**config.mk**
```make
export PLATFORM = sky130hd
export DESIGN_NAME = ipv4_forward_header_rewrite_flat
export DESIGN_NICKNAME = d
export VERILOG_FILES = /design/src/rtl/core/ifhr_pkg.sv /design/src/rtl/core/ifhr_if.sv /design/src/rtl/core/ipv4_forward_header_rewrite.sv /design/src/rtl/core/ifhr_ram.sv /design/src/rtl/core/ifhr_cfg.sv /design/src/rtl/core/ifhr_dp.sv /design/src/rtl/core/ifhr_ctrl.sv /design/src/flat_wrapper.sv
export SDC_FILE = /design/constraint.sdc
export NUM_CORES = 2
export LEC_CHECK = 0
export ABC_AREA = 1
export BUFFER_PORTS_ARGS = -buffer_cell sky130_fd_sc_hd__buf_4
export CAP_MARGIN = 10
export CORE_ASPECT_RATIO = 1.2
export CORE_MARGIN = 2
export CORE_UTILIZATION = 40
export CTS_BUF_LIST = sky130_fd_sc_hd__clkbuf_4
export DETAILED_ROUTE_END_ITERATION = 16
export PLACE_DENSITY_LB_ADDON = 0.08
export SKIP_LAST_GASP = 1
export SYNTH_ARGS = -nofsm -noshare
export SYNTH_HDL_FRONTEND = slang
export SYNTH_SLANG_ARGS = --single-unit
```
**constraint.sdc**
```tcl
create_clock -name clk -period 8.3 [get_ports clk]
set_input_delay 2.49 -clock clk [delete_from_list [all_inputs] [get_ports clk]]
set_output_delay 2.49 -clock clk [all_outputs]
set_load 0.03 [all_outputs]
```
**src/rtl/core/ifhr_pkg.sv**
```systemverilog
package ifhr_pkg;

  localparam int WORD_W     = 32;
  localparam int MAC_W      = 48;
  localparam int IHL_W      = 4;
  localparam int CFG_DATA_W = 64;
  localparam int CFG_ADDR_W = 6;

  // smallest legal IHL (20-byte header)
  localparam logic [IHL_W-1:0] IHL_MIN = 4'd5;

  // header word positions with special handling
  localparam int WORD_IDX_TTL = 2;
  localparam int WORD_IDX_DST = 4;

  // register indexes, paddr[5:3]
  localparam logic [2:0] REG_A_NET  = 3'd0;
  localparam logic [2:0] REG_A_MASK = 3'd1;
  localparam logic [2:0] REG_A_NHOP = 3'd2;
  localparam logic [2:0] REG_A_PMAC = 3'd3;
  localparam logic [2:0] REG_B_NET  = 3'd4;
  localparam logic [2:0] REG_B_MASK = 3'd5;
  localparam logic [2:0] REG_B_NHOP = 3'd6;
  localparam logic [2:0] REG_B_PMAC = 3'd7;

  // register reset values
  localparam logic [WORD_W-1:0] RST_A_NET  = 32'd3232236032;
  localparam logic [WORD_W-1:0] RST_A_MASK = 32'd4294967040;
  localparam logic [MAC_W-1:0]  RST_A_NHOP = 48'd52232155744;
  localparam logic [MAC_W-1:0]  RST_A_PMAC = 48'd0;
  localparam logic [WORD_W-1:0] RST_B_NET  = 32'd3232235776;
  localparam logic [WORD_W-1:0] RST_B_MASK = 32'd4294967040;
  localparam logic [MAC_W-1:0]  RST_B_NHOP = 48'd52229469506;
  localparam logic [MAC_W-1:0]  RST_B_PMAC = 48'd0;

  typedef struct packed {
    logic [WORD_W-1:0] network;
    logic [WORD_W-1:0] mask;
    logic [MAC_W-1:0]  nhop_mac;
    logic [MAC_W-1:0]  port_mac;
  } route_t;

  // controller -> datapath
  typedef struct packed {
    logic take_in;     // input beat this cycle
    logic do_match;    // route lookup, latch result
    logic emit_clear;  // rewind emit pointer
    logic emit_fetch;  // read buffer at emit pointer
    logic emit_next;   // advance emit pointer
  } dp_cmd_t;

  // datapath -> controller
  typedef struct packed {
    logic hdr_done;    // current input beat completes a header
    logic route_hit;   // some route matches the stored destination
    logic emit_last;   // emit pointer sits on the final word
  } dp_status_t;

  // one's-complement end-around carry of a 17-bit sum (sum <= 0x1FFFE)
  function automatic logic [15:0] fold16(input logic [16:0] s);
    return s[15:0] + {15'd0, s[16]};
  endfunction

endpackage

```
**src/rtl/core/ifhr_if.sv**
```systemverilog
interface ifhr_in_if;
  import ifhr_pkg::*;

  logic              valid;
  logic              ready;
  logic [WORD_W-1:0] header_word;
  logic              start_req;

  modport source(output valid, header_word, start_req, input ready);
  modport sink(input valid, header_word, start_req, output ready);
endinterface

interface ifhr_out_if;
  import ifhr_pkg::*;

  logic              valid;
  logic              ready;
  logic [WORD_W-1:0] out_word;
  logic              last_word;
  logic              out_port;
  logic [MAC_W-1:0]  dst_mac;
  logic [MAC_W-1:0]  src_mac;

  modport source(output valid, out_word, last_word, out_port, dst_mac, src_mac, input ready);
  modport sink(input valid, out_word, last_word, out_port, dst_mac, src_mac, output ready);
endinterface

```
**src/rtl/core/ipv4_forward_header_rewrite.sv**
```systemverilog
// IPv4 forwarding header rewrite. Header words enter one per cycle on in_bus
// while the block is collecting, start_req on the first; IHL sets the length,
// and a start word with IHL below 5 or above MAX_HEADER_WORDS is dropped. A
// start word mid-header restarts collection. Words outside a header are taken
// and ignored. In the cycle after the last word the destination address is
// looked up against the two routes (first match wins); on a hit the header
// leaves on out_bus with TTL decremented and the checksum recomputed, tagged
// with the route's port, next-hop MAC and port MAC; on a miss nothing leaves.
// Each result beat is a buffer read followed by a present state that waits
// for out_ready; input is held off while a header is being sent. The route
// registers sit at byte address 8*i on the 64-bit cfg port and should be
// written only while the block is idle.
module ipv4_forward_header_rewrite #(
  parameter int MAX_HEADER_WORDS = 15,
  parameter int ROUTE_COUNT      = 2
) (
  input  logic                               clk,
  input  logic                               rst_n,
  ifhr_in_if.sink                            in_bus,
  ifhr_out_if.source                         out_bus,
  input  logic                               cfg_psel,
  input  logic                               cfg_penable,
  input  logic                               cfg_pwrite,
  input  logic [ifhr_pkg::CFG_ADDR_W-1:0]    cfg_paddr,
  input  logic [ifhr_pkg::CFG_DATA_W-1:0]    cfg_pwdata,
  output logic [ifhr_pkg::CFG_DATA_W-1:0]    cfg_prdata,
  output logic                               cfg_pready
);
  import ifhr_pkg::*;

  route_t [1:0] routes;
  dp_cmd_t      cmd;
  dp_status_t   status;

  ifhr_cfg u_cfg (
    .clk    (clk),
    .rst_n  (rst_n),
    .psel   (cfg_psel),
    .penable(cfg_penable),
    .pwrite (cfg_pwrite),
    .paddr  (cfg_paddr),
    .pwdata (cfg_pwdata),
    .prdata (cfg_prdata),
    .pready (cfg_pready),
    .routes (routes)
  );

  ifhr_ctrl u_ctrl (
    .clk      (clk),
    .rst_n    (rst_n),
    .in_valid (in_bus.valid),
    .in_ready (in_bus.ready),
    .out_valid(out_bus.valid),
    .out_ready(out_bus.ready),
    .cmd      (cmd),
    .status   (status)
  );

  ifhr_dp #(
    .MAX_HEADER_WORDS(MAX_HEADER_WORDS),
    .ROUTE_COUNT     (ROUTE_COUNT)
  ) u_dp (
    .clk        (clk),
    .rst_n      (rst_n),
    .cmd        (cmd),
    .status     (status),
    .header_word(in_bus.header_word),
    .start_req  (in_bus.start_req),
    .routes     (routes),
    .out_word   (out_bus.out_word),
    .last_word  (out_bus.last_word),
    .out_port   (out_bus.out_port),
    .dst_mac    (out_bus.dst_mac),
    .src_mac    (out_bus.src_mac)
  );

endmodule

```
**src/rtl/core/ifhr_ram.sv**
```systemverilog
module ifhr_ram #(
  parameter int WIDTH = 32,
  parameter int DEPTH = 15
) (
  input  logic                     clk,
  input  logic                     we,
  input  logic [$clog2(DEPTH)-1:0] waddr,
  input  logic [WIDTH-1:0]         wdata,
  input  logic                     re,
  input  logic [$clog2(DEPTH)-1:0] raddr,
  output logic [WIDTH-1:0]         rdata
);

  logic [WIDTH-1:0] mem_r [DEPTH];
  logic [WIDTH-1:0] rdata_r;

  always_ff @(posedge clk) begin
    if (we) begin
      mem_r[waddr] <= wdata;
    end
    if (re) begin
      rdata_r <= mem_r[raddr];
    end
  end

  assign rdata = rdata_r;

endmodule

```
**src/rtl/core/ifhr_cfg.sv**
```systemverilog
module ifhr_cfg (
  input  logic                               clk,
  input  logic                               rst_n,
  input  logic                               psel,
  input  logic                               penable,
  input  logic                               pwrite,
  input  logic [ifhr_pkg::CFG_ADDR_W-1:0]    paddr,
  input  logic [ifhr_pkg::CFG_DATA_W-1:0]    pwdata,
  output logic [ifhr_pkg::CFG_DATA_W-1:0]    prdata,
  output logic                               pready,
  output ifhr_pkg::route_t [1:0]             routes
);
  import ifhr_pkg::*;

  route_t [1:0] route_r;
  logic         wr_en;
  logic [2:0]   reg_idx;

  assign pready  = 1'b1;
  assign wr_en   = psel && penable && pwrite;
  assign reg_idx = paddr[5:3];

  // route table registers
  always_ff @(posedge clk) begin
    if (!rst_n) begin
      route_r[0].network  <= RST_A_NET;
      route_r[0].mask     <= RST_A_MASK;
      route_r[0].nhop_mac <= RST_A_NHOP;
      route_r[0].port_mac <= RST_A_PMAC;
      route_r[1].network  <= RST_B_NET;
      route_r[1].mask     <= RST_B_MASK;
      route_r[1].nhop_mac <= RST_B_NHOP;
      route_r[1].port_mac <= RST_B_PMAC;
    end else if (wr_en) begin
      unique case (reg_idx)
        REG_A_NET:  route_r[0].network  <= pwdata[WORD_W-1:0];
        REG_A_MASK: route_r[0].mask     <= pwdata[WORD_W-1:0];
        REG_A_NHOP: route_r[0].nhop_mac <= pwdata[MAC_W-1:0];
        REG_A_PMAC: route_r[0].port_mac <= pwdata[MAC_W-1:0];
        REG_B_NET:  route_r[1].network  <= pwdata[WORD_W-1:0];
        REG_B_MASK: route_r[1].mask     <= pwdata[WORD_W-1:0];
        REG_B_NHOP: route_r[1].nhop_mac <= pwdata[MAC_W-1:0];
        REG_B_PMAC: route_r[1].port_mac <= pwdata[MAC_W-1:0];
        default:    ;
      endcase
    end
  end

  // read back
  always_comb begin
    unique case (reg_idx)
      REG_A_NET:  prdata = CFG_DATA_W'(route_r[0].network);
      REG_A_MASK: prdata = CFG_DATA_W'(route_r[0].mask);
      REG_A_NHOP: prdata = CFG_DATA_W'(route_r[0].nhop_mac);
      REG_A_PMAC: prdata = CFG_DATA_W'(route_r[0].port_mac);
      REG_B_NET:  prdata = CFG_DATA_W'(route_r[1].network);
      REG_B_MASK: prdata = CFG_DATA_W'(route_r[1].mask);
      REG_B_NHOP: prdata = CFG_DATA_W'(route_r[1].nhop_mac);
      REG_B_PMAC: prdata = CFG_DATA_W'(route_r[1].port_mac);
      default:    prdata = '0;
    endcase
  end

  assign routes = route_r;

endmodule

```
**src/rtl/core/ifhr_dp.sv**
```systemverilog
module ifhr_dp #(
  parameter int MAX_HEADER_WORDS = 15,
  parameter int ROUTE_COUNT      = 2
) (
  input  logic                           clk,
  input  logic                           rst_n,
  input  ifhr_pkg::dp_cmd_t              cmd,
  output ifhr_pkg::dp_status_t           status,
  input  logic [ifhr_pkg::WORD_W-1:0]    header_word,
  input  logic                           start_req,
  input  ifhr_pkg::route_t [1:0]         routes,
  output logic [ifhr_pkg::WORD_W-1:0]    out_word,
  output logic                           last_word,
  output logic                           out_port,
  output logic [ifhr_pkg::MAC_W-1:0]     dst_mac,
  output logic [ifhr_pkg::MAC_W-1:0]     src_mac
);
  import ifhr_pkg::*;

  localparam int CNT_W  = $clog2(MAX_HEADER_WORDS + 1);
  localparam int ADDR_W = $clog2(MAX_HEADER_WORDS);

  // header collection state
  logic              in_hdr_r;
  logic [CNT_W-1:0]  count_r;
  logic [IHL_W-1:0]  len_r;
  logic [15:0]       sum_r;
  logic [WORD_W-1:0] word2_r;
  logic [WORD_W-1:0] dst_r;

  // lookup result and emit pointer
  logic              port_r;
  logic [MAC_W-1:0]  dmac_r;
  logic [MAC_W-1:0]  smac_r;
  logic [WORD_W-1:0] new_word2_r;
  logic [CNT_W-1:0]  emit_idx_r;

  logic [IHL_W-1:0]  ihl;
  logic              ihl_ok;
  logic              active;
  logic [CNT_W-1:0]  base_cnt;
  logic [CNT_W-1:0]  cnt_inc;
  logic [IHL_W-1:0]  eff_len;
  logic              is_last;
  logic [15:0]       base_sum;
  logic [15:0]       contrib;
  logic [15:0]       sum_add;
  logic [7:0]        ttl_dec;
  logic              store_we;
  logic [1:0]        hits;
  logic              sel_port;
  logic [WORD_W-1:0] rd_word;
  logic [CNT_W-1:0]  emit_inc;

  // input beat decode
  assign ihl      = header_word[27:24];
  assign ihl_ok   = (ihl >= IHL_MIN) && (ihl <= IHL_W'(MAX_HEADER_WORDS));
  assign active   = start_req ? ihl_ok : in_hdr_r;
  assign base_cnt = start_req ? '0 : count_r;
  assign cnt_inc  = base_cnt + CNT_W'(1);
  assign eff_len  = start_req ? ihl : len_r;
  assign is_last  = (IHL_W'(cnt_inc) == eff_len);
  assign store_we = cmd.take_in && active;

  // checksum contribution; TTL word counts as new TTL plus protocol
  assign ttl_dec  = header_word[31:24] - 8'd1;
  assign base_sum = start_req ? 16'd0 : sum_r;
  always_comb begin
    if (base_cnt == CNT_W'(WORD_IDX_TTL)) begin
      contrib = {ttl_dec, header_word[23:16]};
    end else begin
      contrib = fold16({1'b0, header_word[31:16]} + {1'b0, header_word[15:0]});
    end
  end
  assign sum_add = fold16({1'b0, base_sum} + {1'b0, contrib});

  assign status.hdr_done = active && is_last;

  // collection registers; a bad start word clears and closes the header
  always_ff @(posedge clk) begin
    if (!rst_n) begin
      in_hdr_r <= 1'b0;
      count_r  <= '0;
      len_r    <= '0;
      sum_r    <= '0;
    end else if (cmd.take_in) begin
      if (start_req) begin
        len_r <= ihl;
      end
      if (active) begin
        sum_r    <= sum_add;
        count_r  <= cnt_inc;
        in_hdr_r <= !is_last;
      end else if (start_req) begin
        count_r  <= '0;
        sum_r    <= '0;
        in_hdr_r <= 1'b0;
      end
    end
  end

  // capture TTL word and destination as they pass
  always_ff @(posedge clk) begin
    if (store_we && base_cnt == CNT_W'(WORD_IDX_TTL)) begin
      word2_r <= header_word;
    end
    if (store_we && base_cnt == CNT_W'(WORD_IDX_DST)) begin
      dst_r <= header_word;
    end
  end

  // header buffer
  ifhr_ram #(
    .WIDTH(WORD_W),
    .DEPTH(MAX_HEADER_WORDS)
  ) u_buf (
    .clk  (clk),
    .we   (store_we),
    .waddr(base_cnt[ADDR_W-1:0]),
    .wdata(header_word),
    .re   (cmd.emit_fetch),
    .raddr(emit_idx_r[ADDR_W-1:0]),
    .rdata(rd_word)
  );

  // route match, first entry wins
  always_comb begin
    for (int r = 0; r < 2; r++) begin
      hits[r] = (r < ROUTE_COUNT) &&
                ((dst_r & routes[r].mask) == (routes[r].network & routes[r].mask));
    end
  end
  assign sel_port         = !hits[0];
  assign status.route_hit = |hits;

  // latch lookup result and rewritten TTL/checksum word
  always_ff @(posedge clk) begin
    if (cmd.do_match) begin
      port_r      <= sel_port;
      dmac_r      <= routes[sel_port].nhop_mac;
      smac_r      <= routes[sel_port].port_mac;
      new_word2_r <= {word2_r[31:24] - 8'd1, word2_r[23:16], ~sum_r};
    end
  end

  // emit pointer
  assign emit_inc = emit_idx_r + CNT_W'(1);
  always_ff @(posedge clk) begin
    if (!rst_n) begin
      emit_idx_r <= '0;
    end else if (cmd.emit_clear) begin
      emit_idx_r <= '0;
    end else if (cmd.emit_next) begin
      emit_idx_r <= emit_inc;
    end
  end
  assign status.emit_last = (IHL_W'(emit_inc) == len_r);

  // result beat
  assign out_word  = (emit_idx_r == CNT_W'(WORD_IDX_TTL)) ? new_word2_r : rd_word;
  assign last_word = status.emit_last;
  assign out_port  = port_r;
  assign dst_mac   = dmac_r;
  assign src_mac   = smac_r;

endmodule

```
**src/rtl/core/ifhr_ctrl.sv**
```systemverilog
module ifhr_ctrl (
  input  logic                  clk,
  input  logic                  rst_n,
  input  logic                  in_valid,
  output logic                  in_ready,
  output logic                  out_valid,
  input  logic                  out_ready,
  output ifhr_pkg::dp_cmd_t     cmd,
  input  ifhr_pkg::dp_status_t  status
);
  import ifhr_pkg::*;

  localparam logic [1:0] S_COLLECT = 2'd0;
  localparam logic [1:0] S_MATCH   = 2'd1;
  localparam logic [1:0] S_FETCH   = 2'd2;
  localparam logic [1:0] S_SHOW    = 2'd3;

  logic [1:0] state_r;
  logic [1:0] state_nxt;
  logic       in_beat;

  assign in_ready  = (state_r == S_COLLECT);
  assign out_valid = (state_r == S_SHOW);
  assign in_beat   = in_valid && in_ready;

  // next state and datapath commands
  always_comb begin
    state_nxt      = state_r;
    cmd            = '0;
    cmd.take_in    = in_beat;
    unique case (state_r)
      S_COLLECT: begin
        if (in_beat && status.hdr_done) begin
          state_nxt = S_MATCH;
        end
      end
      S_MATCH: begin
        cmd.do_match   = 1'b1;
        cmd.emit_clear = 1'b1;
        state_nxt      = status.route_hit ? S_FETCH : S_COLLECT;
      end
      S_FETCH: begin
        cmd.emit_fetch = 1'b1;
        state_nxt      = S_SHOW;
      end
      S_SHOW: begin
        if (out_ready) begin
          if (status.emit_last) begin
            state_nxt = S_COLLECT;
          end else begin
            cmd.emit_next = 1'b1;
            state_nxt     = S_FETCH;
          end
        end
      end
      default: state_nxt = S_COLLECT;
    endcase
  end

  always_ff @(posedge clk) begin
    if (!rst_n) begin
      state_r <= S_COLLECT;
    end else begin
      state_r <= state_nxt;
    end
  end

endmodule

```
**src/flat_wrapper.sv**
```systemverilog
// flat-port wrapper written by rule: the top's interface ports become plain ports
module ipv4_forward_header_rewrite_flat import ifhr_pkg::*;
#(
  parameter int MAX_HEADER_WORDS = 15,
  parameter int ROUTE_COUNT      = 2
)
  (clk, rst_n, cfg_psel, cfg_penable, cfg_pwrite, cfg_paddr, cfg_pwdata, cfg_prdata, cfg_pready, in_bus_valid, in_bus_header_word, in_bus_start_req, in_bus_ready, out_bus_valid, out_bus_out_word, out_bus_last_word, out_bus_out_port, out_bus_dst_mac, out_bus_src_mac, out_bus_ready);
  ifhr_in_if in_bus_i ();
  ifhr_out_if out_bus_i ();
  input  logic clk;
  input  logic rst_n;
  input  logic cfg_psel;
  input  logic cfg_penable;
  input  logic cfg_pwrite;
  input  logic [ifhr_pkg::CFG_ADDR_W-1:0] cfg_paddr;
  input  logic [ifhr_pkg::CFG_DATA_W-1:0] cfg_pwdata;
  output logic [ifhr_pkg::CFG_DATA_W-1:0] cfg_prdata;
  output logic cfg_pready;
  input wire logic [$bits(in_bus_i.valid)-1:0] in_bus_valid;
  input wire logic [$bits(in_bus_i.header_word)-1:0] in_bus_header_word;
  input wire logic [$bits(in_bus_i.start_req)-1:0] in_bus_start_req;
  output wire logic [$bits(in_bus_i.ready)-1:0] in_bus_ready;
  output wire logic [$bits(out_bus_i.valid)-1:0] out_bus_valid;
  output wire logic [$bits(out_bus_i.out_word)-1:0] out_bus_out_word;
  output wire logic [$bits(out_bus_i.last_word)-1:0] out_bus_last_word;
  output wire logic [$bits(out_bus_i.out_port)-1:0] out_bus_out_port;
  output wire logic [$bits(out_bus_i.dst_mac)-1:0] out_bus_dst_mac;
  output wire logic [$bits(out_bus_i.src_mac)-1:0] out_bus_src_mac;
  input wire logic [$bits(out_bus_i.ready)-1:0] out_bus_ready;
  assign in_bus_i.valid = in_bus_valid;
  assign in_bus_i.header_word = in_bus_header_word;
  assign in_bus_i.start_req = in_bus_start_req;
  assign in_bus_ready = in_bus_i.ready;
  assign out_bus_valid = out_bus_i.valid;
  assign out_bus_out_word = out_bus_i.out_word;
  assign out_bus_last_word = out_bus_i.last_word;
  assign out_bus_out_port = out_bus_i.out_port;
  assign out_bus_dst_mac = out_bus_i.dst_mac;
  assign out_bus_src_mac = out_bus_i.src_mac;
  assign out_bus_i.ready = out_bus_ready;
  ipv4_forward_header_rewrite #(.MAX_HEADER_WORDS(MAX_HEADER_WORDS), .ROUTE_COUNT(ROUTE_COUNT)) u_core (.clk(clk), .rst_n(rst_n), .in_bus(in_bus_i), .out_bus(out_bus_i), .cfg_psel(cfg_psel), .cfg_penable(cfg_penable), .cfg_pwrite(cfg_pwrite), .cfg_paddr(cfg_paddr), .cfg_pwdata(cfg_pwdata), .cfg_prdata(cfg_prdata), .cfg_pready(cfg_pready));
endmodule
```
Word-level counts from Yosys, hierarchy flattened
Memories as Yosys holds them, arrays and structs flattened. A register that Yosys moved wholly into a read port is not among the register bits.
Cells that the tools add are included.
Widths: inputs -> output; s select.
{"block": "word_totals", "register_bits": 544, "mem_bits_rw": 480, "in_bits": 110, "memories": 1}
{"block": "classes", "add_sub_neg": 8, "order_cmp": 3, "n_eq_ne": 19, "n_mux": 25, "bitwise_logic": 6, "n_reduce_logical": 26}
{"name": "u_core.u_dp.u_buf.mem_r", "words": 15, "width": 32, "rd": 1, "rd_ports_with_merged_regs": 1, "write_ports": 1, "line": "ifhr_ram.sv:14", "rtl": "logic [WIDTH-1:0] mem_r [DEPTH];"}
{"cell": "$pmux 64 s8", "n": 1}
{"cell": "$mux 96", "n": 2}
{"cell": "$and 32x32->32", "n": 4}
{"cell": "$eq 32x32->1", "n": 2}
{"cell": "$mux 16", "n": 3}
{"cell": "$add 16x16->17", "n": 2}
{"cell": "$add 16x1->16", "n": 2}
{"cell": "$mux 32", "n": 1}
{"cell": "$reduce_and 2->1", "n": 10}
{"cell": "$not 16->16", "n": 1}
{"cell": "$sub 8x1->8 const B", "n": 2}
{"cell": "$eq 3x3->1 const B", "n": 4}
{"cell": "$mux 4", "n": 3}
{"cell": "$mux 2", "n": 5}
{"cell": "$logic_and 1x1->1", "n": 9}
{"cell": "$mux 1", "n": 9}
{"cell": "$add 4x1->4 const B", "n": 2}
{"cell": "$eq 4x2->1 const B", "n": 2}
{"cell": "$eq 4x4->1", "n": 2}
{"cell": "$pmux 2 s4", "n": 1}
{"cell": "$eq 3x2->1 const B", "n": 2}
{"cell": "$eq 2x2->1 const B", "n": 2}
{"cell": "$eq 4x3->1 const B", "n": 1}
{"cell": "$ge 4x3->1 const B", "n": 1}
{"cell": "11 further kinds", "n": 14}

Longest topological paths before layout
{"block": "logic_depth", "word_depth": 7, "depth_mapped": 46, "ltp_nobuf": 46}

Cells and area by module
From an unflattened synthesis, not the netlist that was laid out.
{"block": "hier_totals", "hier_cells": 5523, "area_unflattened_um2": 48195.0}
{"module": "ifhr_ram", "n_inst": 1, "cells_each": 1888, "area_per_inst_um2": 21089.0, "seq_area_each_um2": 15374.7}
{"module": "ifhr_cfg", "n_inst": 1, "cells_each": 2083, "area_per_inst_um2": 14391.3, "seq_area_each_um2": 6406.1}
{"module": "ifhr_dp", "n_inst": 1, "cells_each": 1525, "area_per_inst_um2": 12545.8, "seq_area_each_um2": 5895.7}
{"module": "ifhr_ctrl", "n_inst": 1, "cells_each": 27, "area_per_inst_um2": 168.9, "seq_area_each_um2": 40.0}

Worst setup path after synthesis
Ideal clock, no wire load.
{"block": "synth_timing", "path_kind": "input -> register", "startpoint": "in in_bus_header_word[0]", "endpoint": "reg u_core.u_dp.sum_r[12]", "setup_ns": 0.134, "arrival_time_ns": 7.123, "required_time_ns": 8.166, "setup_slack_ns": 1.043, "stages": 44, "cell_sequence": "ha_1 inv_1 fa_1 inv_1 nand3_1 nand2_1 nand3_1 nand2_1 nand2_1 nand2_1 a21oi_1 o21bai_1 ha_1 nand2_1 nor2_1 nand3_1 nor2_1 inv_1 [8 not listed] nor3_2 nand2_1 nand2_1 a21oi_1 o21bai_1 ha_1 ha_1 inv_1 nor2_1 nand3_1 nor2_1 nand2_1 nor2_2 nand2_2 o21ai_1 nand2_1 o21ai_1 a21oi_1"}
{"block": "synth_between", "elab_chain_cells": 6}
{"item": "start: declaration", "line": "flat_wrapper.sv:20", "rtl": "input wire logic [$bits(in_bus_i.header_word)-1:0] in_bus_header_word;"}
{"item": "$add 16x16->17", "line": "ifhr_dp.sv:72", "rtl": "contrib = fold16({1'b0, header_word[31:16]} + {1'b0, header_word[15:0]});"}
{"item": "$add 16x1->16", "line": "ifhr_pkg.sv:61", "rtl": "return s[15:0] + {15'd0, s[16]};"}
{"item": "$mux 16", "line": "ifhr_dp.sv:69", "rtl": "if (base_cnt == CNT_W'(WORD_IDX_TTL)) begin"}
{"item": "$add 16x16->17", "line": "ifhr_dp.sv:75", "rtl": "assign sum_add = fold16({1'b0, base_sum} + {1'b0, contrib});"}
{"item": "$add 16x1->16", "line": "ifhr_pkg.sv:61"}
{"item": "$mux 16", "line": "ifhr_dp.sv:90", "rtl": "if (active) begin"}
{"item": "end signal: assignment", "line": "ifhr_dp.sv:91", "rtl": "sum_r <= sum_add;"}
{"item": "end: declaration", "line": "ifhr_dp.sv:27", "rtl": "logic [15:0] sum_r;"}
Every way passes these cells.
A chain may end at the register's enable or synchronous reset.

Worst setup path after layout
{"block": "layout_timing", "startpoint": "in cfg_paddr[4] (netlist bit)", "endpoint": "out cfg_prdata[26] (netlist bit)"}
{"block": "layout_between", "elab_chain_cells": 2, "elab_cells_between_ends": 9, "cone_classes": "eq/ne (7); mux (1); reduce/logical (1)"}
{"item": "start: declaration", "line": "flat_wrapper.sv:15", "rtl": "input logic [ifhr_pkg::CFG_ADDR_W-1:0] cfg_paddr;"}
{"item": "$eq 3x3->1, or another cell as far along", "line": "ifhr_cfg.sv:51", "rtl": "unique case (reg_idx)"}
{"item": "$pmux 64 s8 *", "line": "ifhr_cfg.sv:51"}
{"item": "end: declaration", "line": "flat_wrapper.sv:17", "rtl": "output logic [ifhr_pkg::CFG_DATA_W-1:0] cfg_prdata;"}
Every way passes the cells marked *; elsewhere a longest branch is shown, timed or not. The select of a mux whose other input is x is not followed.

==> flow_metrics.tcl <==
set metrics [dict create \
    ys_ff_latch 992 \
    ios 307 \
    stdcell_count 6529 \
    power_density_nw_per_um2 210 \
    hold_ws_ns 0.395 \
    tightest_slew_ns 1.12 \
    synth_top_area_cell "edfxtp_1" \
    drt_pre_antenna_iters 6 \
    start_kind "input port" \
    yosysWarnings 0 \
    final_cell_area_sq_um 50800 \
    leakagePower_nw 19.4 \
    ys_top_cells_by_count "nand2_1, edfxtp_1, o21ai_0" \
    cts_resized 0 \
    gp_congestion 0.870 \
    cts.sinks 992 \
    wl_per_cell_um 22.0 \
    overflow 0 \
    clkPwrFrac_pct 41.7 \
    place_ws_ns 0.195 \
    p_switching_mw 2.65 \
    root_buffer "clkbuf_4" \
    dp_hpwl_um 92300 \
    setup_tns_ns 0 \
    vias_per_cell 5.30 \
    grt_pass1_vias 33200 \
    place_area_sq_um 47300 \
    final-setup-viol-count 0 \
    synth_seq_area_share_pct 59.9 \
    finalMaxSlewViolations 0 \
    core_sq_um 109000 \
    clockBufferDepth 4 \
    initial_core_util_pct 40.2 \
    die_y_um 367 \
    power_mw 10.6 \
    seq_power_share_pct 50.0 \
    setup_slack_ns 1.33 \
    cp_max_fo 14 \
    dp.cells 6060 \
    drive_above_1_share_pct 20.3 \
    cts_setup_buffers 0 \
    synth-edff-count 641 \
    swShare_pct 24.9 \
    h-tree-depth 5 \
    synth.top_cell.area_share_pct 43.9 \
    crit_required_ns 5.81 \
    io_buffers 270 \
    ys_async_sr_fraction_pct 0 \
    fmax_mhz 143 \
    num-nets-final 5085 \
    die_area_sq_um 112000 \
    wl_um 144000 \
    dieWidth_um 306 \
    syn_to_final_growth_pct 15.8 \
    tritoncts "built" \
    insertion_delay_ns 1.21 \
    yosys_most_used_dff "edfxtp_1" \
    pwr-share-comb_pct 8.3 \
    slew_headroom_pct 24.8 \
    postSynthCellCount 4543 \
    antenna_found_initial 5 \
    grt_first_pass_wirelength_um 211000 \
    min_period_over_period_pct 84.0 \
    grt_max_degree 160 \
    yosysMostFrequentCell "nand2_1" \
    hold_viol 0 \
    ys_top_cells_by_area "edfxtp_1, dfxtp_1, o21ai_0, nand2_1, a21oi_1" \
    p_int_mw 7.99 \
    worstSetupPathType "in2out" \
    holdBufCountCts 0 \
    final_util_pct 46.5 \
    numCtsBuffers 283 \
    fill_cells 10600 \
    synth_cell_types 56 \
    final.setup_skew_ns 0.0803 \
    initialDrtViolationCount 2691 \
    rsz0062_at_grt "no" \
    avgSynthCellArea_sq_um 9.65 \
    peakVddDrop_mv 0.143 \
    drv_cap 0 \
    detail-route-antenna-nets 0 \
    netlist_area_sq_um 43800 \
    end_kind "primary output" \
    rows 133 \
    grtUsageTotal_pct 25.1 \
    vias 34600 \
    min_period_ns 6.97 \
    drc 0 \
    status "completed" \
    min_path_type "reg2reg" \
    arrival_ns 4.48 \
    clk_pin_slew_ns 0.06 \
]
## final timing paths
check,from,depth (start not counted),slack [ns],end
hold reg to reg,u_core.u_dp.word2_r[16],0,0.40,u_core.u_dp.new_word2_r[16]
setup / recovery,cfg_paddr[4],7,1.33,cfg_prdata[26]
hold / removal,u_core.u_dp.word2_r[16],0,0.40,u_core.u_dp.new_word2_r[16]
setup reg to reg,u_core.u_dp.count_r[3],32,3.43,u_core.u_dp.sum_r[12]
## power groups by stage
stage               Combinational, mW  Sequential (mW)  Clock, mW
finish                          0.880             5.32       4.44
global route                    0.972             5.32       4.82
CTS                             0.886             5.32       4.56
detailed placement              0.883             5.42          0
global placement                0.880             5.42          0
floorplan                       0.526             5.43          0
## cells in the final DEF, fill, tap and decap left out, types with 40 or more instances in the layout
master    Yosys  final
nand2_1     712    708
edfxtp_1    641    641
o21ai_0     587    587
nor2_1      481    464
clkbuf_4      0    430
a21oi_1     383    383
buf_4        17    362
dfxtp_1     351    349
inv_1       331    329
nand3_1     180    180
o22ai_1     131    131
o21ai_2      93     93
ha_1         45     45
o211ai_1     40     40
## sequential cells by signal, summed over array words and instances, names as in the netlist
register,count
u_core.u_dp.u_buf.mem_r,464
u_core.u_cfg.routes,320
u_core.u_dp.dst_mac,48
u_core.u_dp.src_mac,48
u_core.u_dp.new_word2_r,32
u_core.u_dp.u_buf.rdata,32
u_core.u_dp.sum_r,16
u_core.u_dp.word2_r,15
u_core.u_dp.count_r,4
u_core.u_dp.emit_idx_r,4
u_core.u_dp.len_r,4
u_core.u_ctrl.state_r,2
u_core.u_dp.dst_r,1
u_core.u_dp.in_hdr_r,1
u_core.u_dp.out_port,1
## critical path, stage by stage
cell and delay, ns:
buf_4 0.13, nor2_1 0.24, nand2_2 0.34, o21ai_0 0.69, a221oi_1 0.12, o211ai_1 0.23, buf_4 0.23
## routing by layer
metal,track usage (%),share of wire (%),vias to the layer above
met3,4.26,5.5,197
met2,43.4,50,1085
met5,0,0,-
met1,31.1,42,16500
met4,10.3,3.2,0
li1,-,-,16800
## cells by family (layout without fill, tap and decap cells)
family | Yosys count | in the layout | share of synthesized area [%]
XOR/XNOR | 31 | 31 | 0.671
other | 2 | 23 | 0.0171
flip-flops | 992 | 992 | 59.9
buffers and inverters | 630 | 1178 | 6.00
AO/OA/AOI/OAI | 1339 | 1339 | 17.4
adder cells (fa/ha/maj) | 47 | 47 | 1.38
multiplexers | 32 | 32 | 0.822
AND/OR/NAND/NOR | 1470 | 1470 | 13.8
## final cells by class
cell class	count	area, sq um	share of cell area, %
flip-flops and latches	992	26300	51.8
inverters	350	1320	2.60
repair buffers	365	2770	5.46
clock inverters	33	205	0.404
well taps	1417	1770	3.49
multi-input cells	2936	15200	29.9
clock buffers	430	3230	6.36
diodes	6	15.0	0.0296
Note: power is estimated with default switching activity, not from simulation.
